`src/rtl/tsfb_pkg.sv`:
```
// ----------------------------------------------------------------------------
// Tilt-shift focus band blend: shared types and constants
// Register indexes, register reset values, pipeline depth and the
// structures that carry settings and pixel samples between modules.
// ----------------------------------------------------------------------------
`default_nettype none

package tsfb_pkg;

   localparam int MAX_WIDTH_DEF  = 4096;
   localparam int MAX_HEIGHT_DEF = 4096;

   // Stages that produce the blend weight, then the two blend stages.
   localparam int ALPHA_STAGES = 8;
   localparam int BLEND_STAGES = 2;
   localparam int NUM_STAGES   = ALPHA_STAGES + BLEND_STAGES;

   localparam int CSR_IDX_W  = 3;
   localparam int CSR_DATA_W = 18;

   typedef enum logic [CSR_IDX_W-1:0] {
      CSR_EFFECT_ON     = 3'd0,
      CSR_FOCUS_ROW     = 3'd1,
      CSR_BAND_HALF     = 3'd2,
      CSR_FEATHER_RECIP = 3'd3,
      CSR_SLOPE         = 3'd4,
      CSR_CENTER_COL    = 3'd5
   } csr_index_type;

   localparam logic [16:0] ONE_Q16        = 17'd65536;
   localparam logic [15:0] FOCUS_ROW_RST  = 16'd32768;
   localparam logic [15:0] CENTER_COL_RST = 16'd32768;

   typedef struct packed {
      logic               effect_on;
      logic [15:0]        focus_row_q4;
      logic [15:0]        band_half_width_q4;
      logic [16:0]        feather_recip_q16;
      logic signed [17:0] slope_q12;
      logic [15:0]        center_col_q4;
   } cfg_type;

   typedef struct packed {
      logic [15:0]        orig_l;
      logic signed [15:0] orig_a;
      logic signed [15:0] orig_b;
      logic [15:0]        blur_l;
      logic signed [15:0] blur_a;
      logic signed [15:0] blur_b;
   } pix_type;

endpackage

`default_nettype wire

```
`src/rtl/tsfb_alpha.sv`:
```
// ----------------------------------------------------------------------------
// Tilt-shift blend weight pipeline
// Eight register stages from pixel position to smoothstep weight in Q1.16.
// ----------------------------------------------------------------------------
`default_nettype none

module tsfb_alpha #(
   parameter int MAX_WIDTH  = tsfb_pkg::MAX_WIDTH_DEF,
   parameter int MAX_HEIGHT = tsfb_pkg::MAX_HEIGHT_DEF
) (
   input  wire logic                                clock,
   input  wire logic [tsfb_pkg::ALPHA_STAGES-1:0]   stage_en,
   input  wire tsfb_pkg::cfg_type                   cfg,
   input  wire logic [11:0]                         col,
   input  wire logic [11:0]                         row,
   output logic [16:0]                              alpha
);

   localparam int LIM_W = 16;
   localparam logic [LIM_W-1:0] COL_LIM = LIM_W'(MAX_WIDTH - 1);
   localparam logic [LIM_W-1:0] ROW_LIM = LIM_W'(MAX_HEIGHT - 1);

   // Stage 0: clamp coordinates, column offset from the center in Q.4.
   logic [11:0]        col_sat;
   logic [11:0]        row_sat;
   logic signed [16:0] dx_in, dx_ff;
   logic [15:0]        row0_in, row0_ff;

   always_comb begin
      col_sat = ({4'b0000, col} > COL_LIM) ? COL_LIM[11:0] : col;
      row_sat = ({4'b0000, row} > ROW_LIM) ? ROW_LIM[11:0] : row;
      dx_in   = $signed({1'b0, col_sat, 4'b0000}) - $signed({1'b0, cfg.center_col_q4});
      row0_in = {row_sat, 4'b0000};
   end

   always_ff @(posedge clock) begin
      if (stage_en[0]) begin
         dx_ff   <= dx_in;
         row0_ff <= row0_in;
      end
   end

   // Stage 1: tilt product.
   logic signed [34:0] tilt_in, tilt_ff;
   logic [15:0]        row1_ff;

   assign tilt_in = dx_ff * cfg.slope_q12;

   always_ff @(posedge clock) begin
      if (stage_en[1]) begin
         tilt_ff <= tilt_in;
         row1_ff <= row0_ff;
      end
   end

   // Stage 2: band center, distance beyond the half width.
   logic signed [35:0] tilt_rnd;
   logic signed [35:0] tilt_shr;
   logic signed [24:0] centre;
   logic signed [24:0] row_off;
   logic signed [24:0] dist_mag;
   logic signed [24:0] over;
   logic [23:0]        dpos_in, dpos_ff;

   always_comb begin
      tilt_rnd = 36'(tilt_ff) + 36'sd2048;
      tilt_shr = tilt_rnd >>> 12;
      centre   = tilt_shr[24:0] + $signed({9'b0, cfg.focus_row_q4});
      row_off  = $signed({9'b0, row1_ff}) - centre;
      dist_mag = row_off[24] ? -row_off : row_off;
      over     = dist_mag - $signed({9'b0, cfg.band_half_width_q4});
      dpos_in  = over[24] ? 24'd0 : over[23:0];
   end

   always_ff @(posedge clock) begin
      if (stage_en[2]) begin
         dpos_ff <= dpos_in;
      end
   end

   // Stage 3: distance times feather reciprocal (capped at one).
   logic [16:0] recip_c;
   logic [40:0] tprod_in, tprod_ff;

   always_comb begin
      recip_c  = cfg.feather_recip_q16[16] ? tsfb_pkg::ONE_Q16 : cfg.feather_recip_q16;
      tprod_in = 41'(dpos_ff) * 41'(recip_c);
   end

   always_ff @(posedge clock) begin
      if (stage_en[3]) begin
         tprod_ff <= tprod_in;
      end
   end

   // Stage 4: t = floor(product / 16), clamped to one.
   logic [36:0] t_raw;
   logic [16:0] t4_in, t4_ff;

   always_comb begin
      t_raw = tprod_ff[40:4];
      t4_in = (t_raw > 37'(tsfb_pkg::ONE_Q16)) ? tsfb_pkg::ONE_Q16 : t_raw[16:0];
   end

   always_ff @(posedge clock) begin
      if (stage_en[4]) begin
         t4_ff <= t4_in;
      end
   end

   // Stage 5: t squared.
   logic [33:0] tsq_in, tsq_ff;
   logic [16:0] t5_ff;

   assign tsq_in = 34'(t4_ff) * 34'(t4_ff);

   always_ff @(posedge clock) begin
      if (stage_en[5]) begin
         tsq_ff <= tsq_in;
         t5_ff  <= t4_ff;
      end
   end

   // Stage 6: round t^2, multiply by (3 - 2t).
   logic [33:0] tsq_rnd;
   logic [16:0] t2;
   logic [17:0] cubic_k;
   logic [34:0] sprod_in, sprod_ff;

   always_comb begin
      tsq_rnd  = tsq_ff + 34'd32768;
      t2       = tsq_rnd[32:16];
      cubic_k  = 18'd196608 - {t5_ff, 1'b0};
      sprod_in = 35'(t2) * 35'(cubic_k);
   end

   always_ff @(posedge clock) begin
      if (stage_en[6]) begin
         sprod_ff <= sprod_in;
      end
   end

   // Stage 7: round the smoothstep, clamp to one, apply the enable.
   logic [35:0] sprod_rnd;
   logic [19:0] s_raw;
   logic [16:0] s7_in, s7_ff;

   always_comb begin
      sprod_rnd = 36'(sprod_ff) + 36'd32768;
      s_raw     = sprod_rnd[35:16];
      if (!cfg.effect_on) begin
         s7_in = 17'd0;
      end else if (s_raw > 20'(tsfb_pkg::ONE_Q16)) begin
         s7_in = tsfb_pkg::ONE_Q16;
      end else begin
         s7_in = s_raw[16:0];
      end
   end

   always_ff @(posedge clock) begin
      if (stage_en[7]) begin
         s7_ff <= s7_in;
      end
   end

   assign alpha = s7_ff;

endmodule

`default_nettype wire

```
`config.mk`:
```
export PLATFORM = sky130hd
export DESIGN_NAME = tsfb_alpha
export DESIGN_NICKNAME = d
export VERILOG_FILES = /design/src/rtl/tsfb_pkg.sv /design/src/rtl/tsfb_alpha.sv
export SDC_FILE = /design/constraint.sdc
export NUM_CORES = 2
export LEC_CHECK = 0
export ABC_AREA = 1
export BUFFER_PORTS_ARGS = -buffer_cell sky130_fd_sc_hd__buf_2
export CAP_MARGIN = 5
export CORE_ASPECT_RATIO = 2
export CORE_MARGIN = 8
export CORE_UTILIZATION = 49
export CTS_CLUSTER_DIAMETER = 120
export DETAILED_ROUTE_END_ITERATION = 6
export HOLD_SLACK_MARGIN = 0.02
export PLACE_DENSITY_LB_ADDON = 0.2
export SKIP_LAST_GASP = 1
export SLEW_MARGIN = 15
export SYNTH_ARGS = -nofsm -noshare
export SYNTH_HDL_FRONTEND = slang
export SYNTH_SLANG_ARGS = --single-unit
```
`constraint.sdc`:
```
create_clock -name clock -period 8 [get_ports clock]
set_input_delay 1.6 -clock clock [delete_from_list [all_inputs] [get_ports clock]]
set_output_delay 1.6 -clock clock [all_outputs]
set_load 0.05 [all_outputs]
```
Word level (Yosys, flattened, before mapping):

Cells that the tools add are included.

* bits of input ports: 117
* bits in read-only memories: 0
* memories: 0
* output and inout port bits: 17
* logic and storage cells: 32
* latch bits: 0
* register bits: 260
* bits in writable memories: 0

* add/subtract/negate cells: 9
* multipliers: 4
* equal/unequal tests: 0
* $lt $le $gt $ge: 2
* div/mod/pow operators: 0
* muxes and demuxes: 3
* reduce and logical (&&, ||, !) cells: 1
* bitwise gates (word level): 1
* shift operators: 0

Operators with widths (number)
* $mul A17 B18 Y35: 2
* $mul A24 B17 Y41: 1
* $gt A37 B17 Y1 const B: 1
* $add A35 B13 Y36 const B: 1
* $add A35 B16 Y36 const B: 1
* $mux W17: 2
* $add A33 B16 Y33 const B: 1
* $mul A17 B17 Y33: 1
* $add A24 B17 Y25: 1
* $mux W25: 1
* $neg A25 Y25: 1
* $sub A17 B25 Y25: 1
* $sub A25 B17 Y25: 1
* $gt A20 B17 Y1 const B: 1
* $sub A18 B18 Y18 const A: 1
* $sub A16 B16 Y17: 1
* $reduce_or A2 Y1: 1
* $not A1 Y1: 1

Depth between registers and ports, before layout:

* depth in word-level cells: 6
* depth in mapped cells: 43
* depth with buffers taken out: 41

Worst setup path after synthesis:

OpenSTA, ideal clock, no wires.

* path type: input to register
* start point: input port cfg[50] in the netlist's numbering
* end point: register tprod_ff[37] (data pin)
* path slack: 0.049 ns
* arrival: 7.692 ns
* data required time: 7.741 ns
* buffers on the path: 3
* cell stages on the path: 30
* library setup time: 0.259 ns
* cells stage by stage: clkbuf_1 clkinv_1 clkbuf_1 nand2_1 inv_1 clkbuf_1 nand2_1 fa_1 inv_1 fa_1 inv_1 fa_1 inv_1 fa_1 inv_1 fa_1 inv_1 fa_1 ha_1 nand2_1 nor2_1 nand2_1 nor4b_1 a21oi_1 inv_1 a21oi_1 o21ai_0 nand2_1 nand2_1 xor2_1

* word-level cells in the longest chain between the ends: 2

RTL lines
* start, declared: RTL line tsfb_alpha.sv:13 `input wire tsfb_pkg::cfg_type cfg,`
* $mux W17: RTL line tsfb_alpha.sv:86 `recip_c = cfg.feather_recip_q16[16] ? tsfb_pkg::ONE_Q16 : cfg.feather_recip_q16;`
* $mul A24 B17 Y41: RTL line tsfb_alpha.sv:87 `tprod_in = 41'(dpos_ff) * 41'(recip_c);`
* net tprod_in[37]: RTL line tsfb_alpha.sv:83 `logic [40:0] tprod_in, tprod_ff;`
* end signal, assigned: RTL line tsfb_alpha.sv:92 `tprod_ff <= tprod_in;`
* end, declared: RTL line tsfb_alpha.sv:83

The timed path passes the listed nets, and every way through them passes these cells.
A chain may end at the register's enable or synchronous reset.

Final worst setup path:

* start point: register tsq_ff[15]
* end point: register sprod_ff[32] (data pin)

* word-level cells in the longest chain between the ends: 2

RTL lines
* start, declared: RTL line tsfb_alpha.sv:112 `logic [33:0] tsq_in, tsq_ff;`
* start signal, assigned: RTL line tsfb_alpha.sv:119 `tsq_ff <= tsq_in;`
* $add A33 B16 Y33: RTL line tsfb_alpha.sv:131 `tsq_rnd = tsq_ff + 34'd32768;`
* $mul A17 B18 Y35: RTL line tsfb_alpha.sv:134 `sprod_in = 35'(t2) * 35'(cubic_k);`
* net sprod_in[32]: RTL line tsfb_alpha.sv:128 `logic [34:0] sprod_in, sprod_ff;`
* end signal, assigned: RTL line tsfb_alpha.sv:139 `sprod_ff <= sprod_in;`
* end, declared: RTL line tsfb_alpha.sv:128

The timed path passes the listed nets, and every way through them passes these cells.

==> run summary <==
Final worst path period share: 93.6%
Fin crit period: 7.49 ns
Startpoint type of the worst setup path: register
Syn_nets: 8,254
Hold Path Class: reg2reg
Starting Density: 49.3%
DP Wirelength: 143,000 um
CTS tree: yes
Nets: 8,448
RSZ-0062 raised after global routing: no
Share of cells above drive strength 1: 7.55%
Crit Path Max Fanout: 8
WS Path Type: reg2reg
Area growth, synth to finish: 7.99%
Clock transition at the registers of the reported paths: 0.06 ns
DR DRC count: 0
Crit. End Element: register
Req. time, crit path: 8.32 ns
Final Hold Fails: 0
Largest net degree at the start of global routing: 38
Root Driver: clkbuf_16
Synthesized area per cell: 8.27 um2
Core area: 111,000 um2
Clk sink count: 215
Slew Viols, Final: 0
Die height: 488 um
Worst Hold Slack: 0.419 ns
Drt wl/cell: 19.7 um
Vias in the first global route: 47,882
Port Buffers: 133
Final setup fails: 0
Post-synth cell types: 58
DR pass1 iterations: 6
YS warnings: 0
Run status: finished clean
Clk_skew: 0.0159 ns
Mapped Area: 54,600 um2
Sequential cell area fraction in the yosys report: 11.8%
Top_reg_cell synth: edfxtp_1
DR iter-0 viols: 1,932
Critical path arrival: 7.80 ns
Die ar.: 123,000 um2
Yosys reg bits: 215
Worst-Skew Late Latency: 0.59 ns
Post-CTS Hold Fix Bufs: 0
Async SR Flop Fraction: 0%
I/O pin total: 134
Die width: 252 um
Post-synth EDFFs: 215
FMAX: 134 MHz
Grt ovf: 0
Worst slew pin tran: 1.05 ns
Max_slew headroom: 30.0%
Clock tree buffer depth: 3
GP Congestion: 1.00
Total GRT Usage: 27.1%
Total wire length: 163,000 um
Slowest-stage cell, CP: fa_1
Slowest Stage Delay on Critical Path: 0.53 ns
Antenna Violating Nets Remaining: 0
Crit-path most repeated cell: inv_1
Num rows: 173
Mapped Cells: 6,603
Max_cap viols: 0
DR vias: 42,981
Initial antenna violation count: 4
DR vias/cell: 5.18
Global-route wire length before repair: 254,000 um
Total CTS buffers: 23
H-tree levels: 1
cells in the mapped netlist, types with 3 or more instances:
cell,number,share of area [%]
inv_1,1847,13
nand2_1,1389,9.5
fa_1,1064,39
ha_1,470,11
nor2_1,463,3.2
edfxtp_1,215,12
a21oi_1,187,1.7
clkbuf_1,179,1.2
xor2_1,140,2.2
nand3_1,116,1.1
o21ai_0,94,0.86
xnor2_1,74,1.2
nand4_1,40,0.46
nor3_1,39,0.36
or2_2,29,0.33
nor2_4,25,0.52
nor4_1,23,0.26
a31oi_1,22,0.25
nand2_2,21,0.24
clkinv_1,17,0.12
o21a_1,13,0.18
a21boi_0,11,0.15
inv_2,11,0.076
o21bai_1,11,0.15
nor2_2,10,0.11
a21o_1,9,0.12
o211ai_1,9,0.12
nand3b_1,8,0.11
nand2_4,7,0.14
a221oi_1,5,0.080
buf_1,5,0.034
o221ai_1,5,0.080
a211oi_1,4,0.055
o31ai_1,4,0.055
and2_1,3,0.034
o21ai_1,3,0.027
what timing repair did:
action / in CTS / in global routing
endpoints found under the hold margin: 0 / 0
endpoints found under the setup margin: 0 / 29
buffers inserted: 0 / 0
resized for setup: 0 / 8
kinds of logic after synthesis:
logic type,after synthesis,share of synthesized area [%]
AOI/OAI and AO/OA,389,4.05
xor gates and xnor gates,214,3.43
adders and majority gates,1534,49.8
buffers and inverters,2065,14.3
DFF,215,11.8
muxes,1,0.0206
and+or+nand+nor,2185,16.6
cells in the final DEF (no fill, tap or decap), types with 40 or more instances in the layout:
cell type and count:
nor2_1 463, a21oi_1 184, buf_2 133, nand2_1 1389, nand4_1 40, o21ai_0 93, buf_4 214, nand3_1 116
edfxtp_1 215, fa_1 1064, ha_1 470, inv_1 1847, xnor2_1 74, xor2_1 140
through the flow:
stage	instance area [um2]	setup TNS, ns	utilization (%)	worst slack [ns]	cells
floorplan	54600	0	-	0.0491	6603
global placement	58200	-0.00356	52.5	-0.00356	8259
detailed placement	58200	-0.0747	52.5	-0.0516	8259
CTS	58900	0	53.2	0.248	8299
global route	59000	0	53.2	0.0114	8300
finish	59000	0	53.2	0.514	8300
registers in the layout (all words and copies together), names as in the netlist:
signal    flops
t5_ff        16
tprod_ff     37
alpha        17
tsq_ff       19
t4_ff        17
dpos_ff      24
row1_ff      12
dx_ff        17
row0_ff      12
tilt_ff      24
sprod_ff     20
per-layer routing:
metal | wire (um) | GRT usage, %
met5 | 0 | 0
met3 | 6250 | 2.66
met1 | 47600 | 23.1
met4 | 18000 | 24.1
met2 | 91600 | 53.8
worst paths after layout:
path,from,endpoint,slack (ns),cells past startpoint
min,row0_ff[6],row1_ff[6],0.42,0
max,tsq_ff[15],sprod_ff[32],0.51,32
min reg2reg,row0_ff[6],row1_ff[6],0.42,0
max reg2reg,tsq_ff[15],sprod_ff[32],0.51,32
layout make-up:
type | instances | area, um2
Clock buffer | 26 | 587
Tap cell | 1487 | 1860
Sequential cell | 215 | 6460
Inverter | 1876 | 7040
Antenna cell | 1 | 2.50
Fill cell | 10683 | 51900
Multi-Input combinational cell | 4323 | 40400
Timing Repair Buffer | 358 | 2490
Clock inverter | 14 | 134
critical path: cells and delay by family, from the launching register on:
kind | cells | cell delay, ns
fa+ha+maj | 8 | 3.48
simple gates | 12 | 1.95
buf+inv | 9 | 0.81
xor+xnor | 2 | 0.42
flops | 1 | 0.35
compound gates | 1 | 0.18
Power is not shown: default switching activity piles up to over one toggle a cycle in this logic, so the estimate is an artifact.
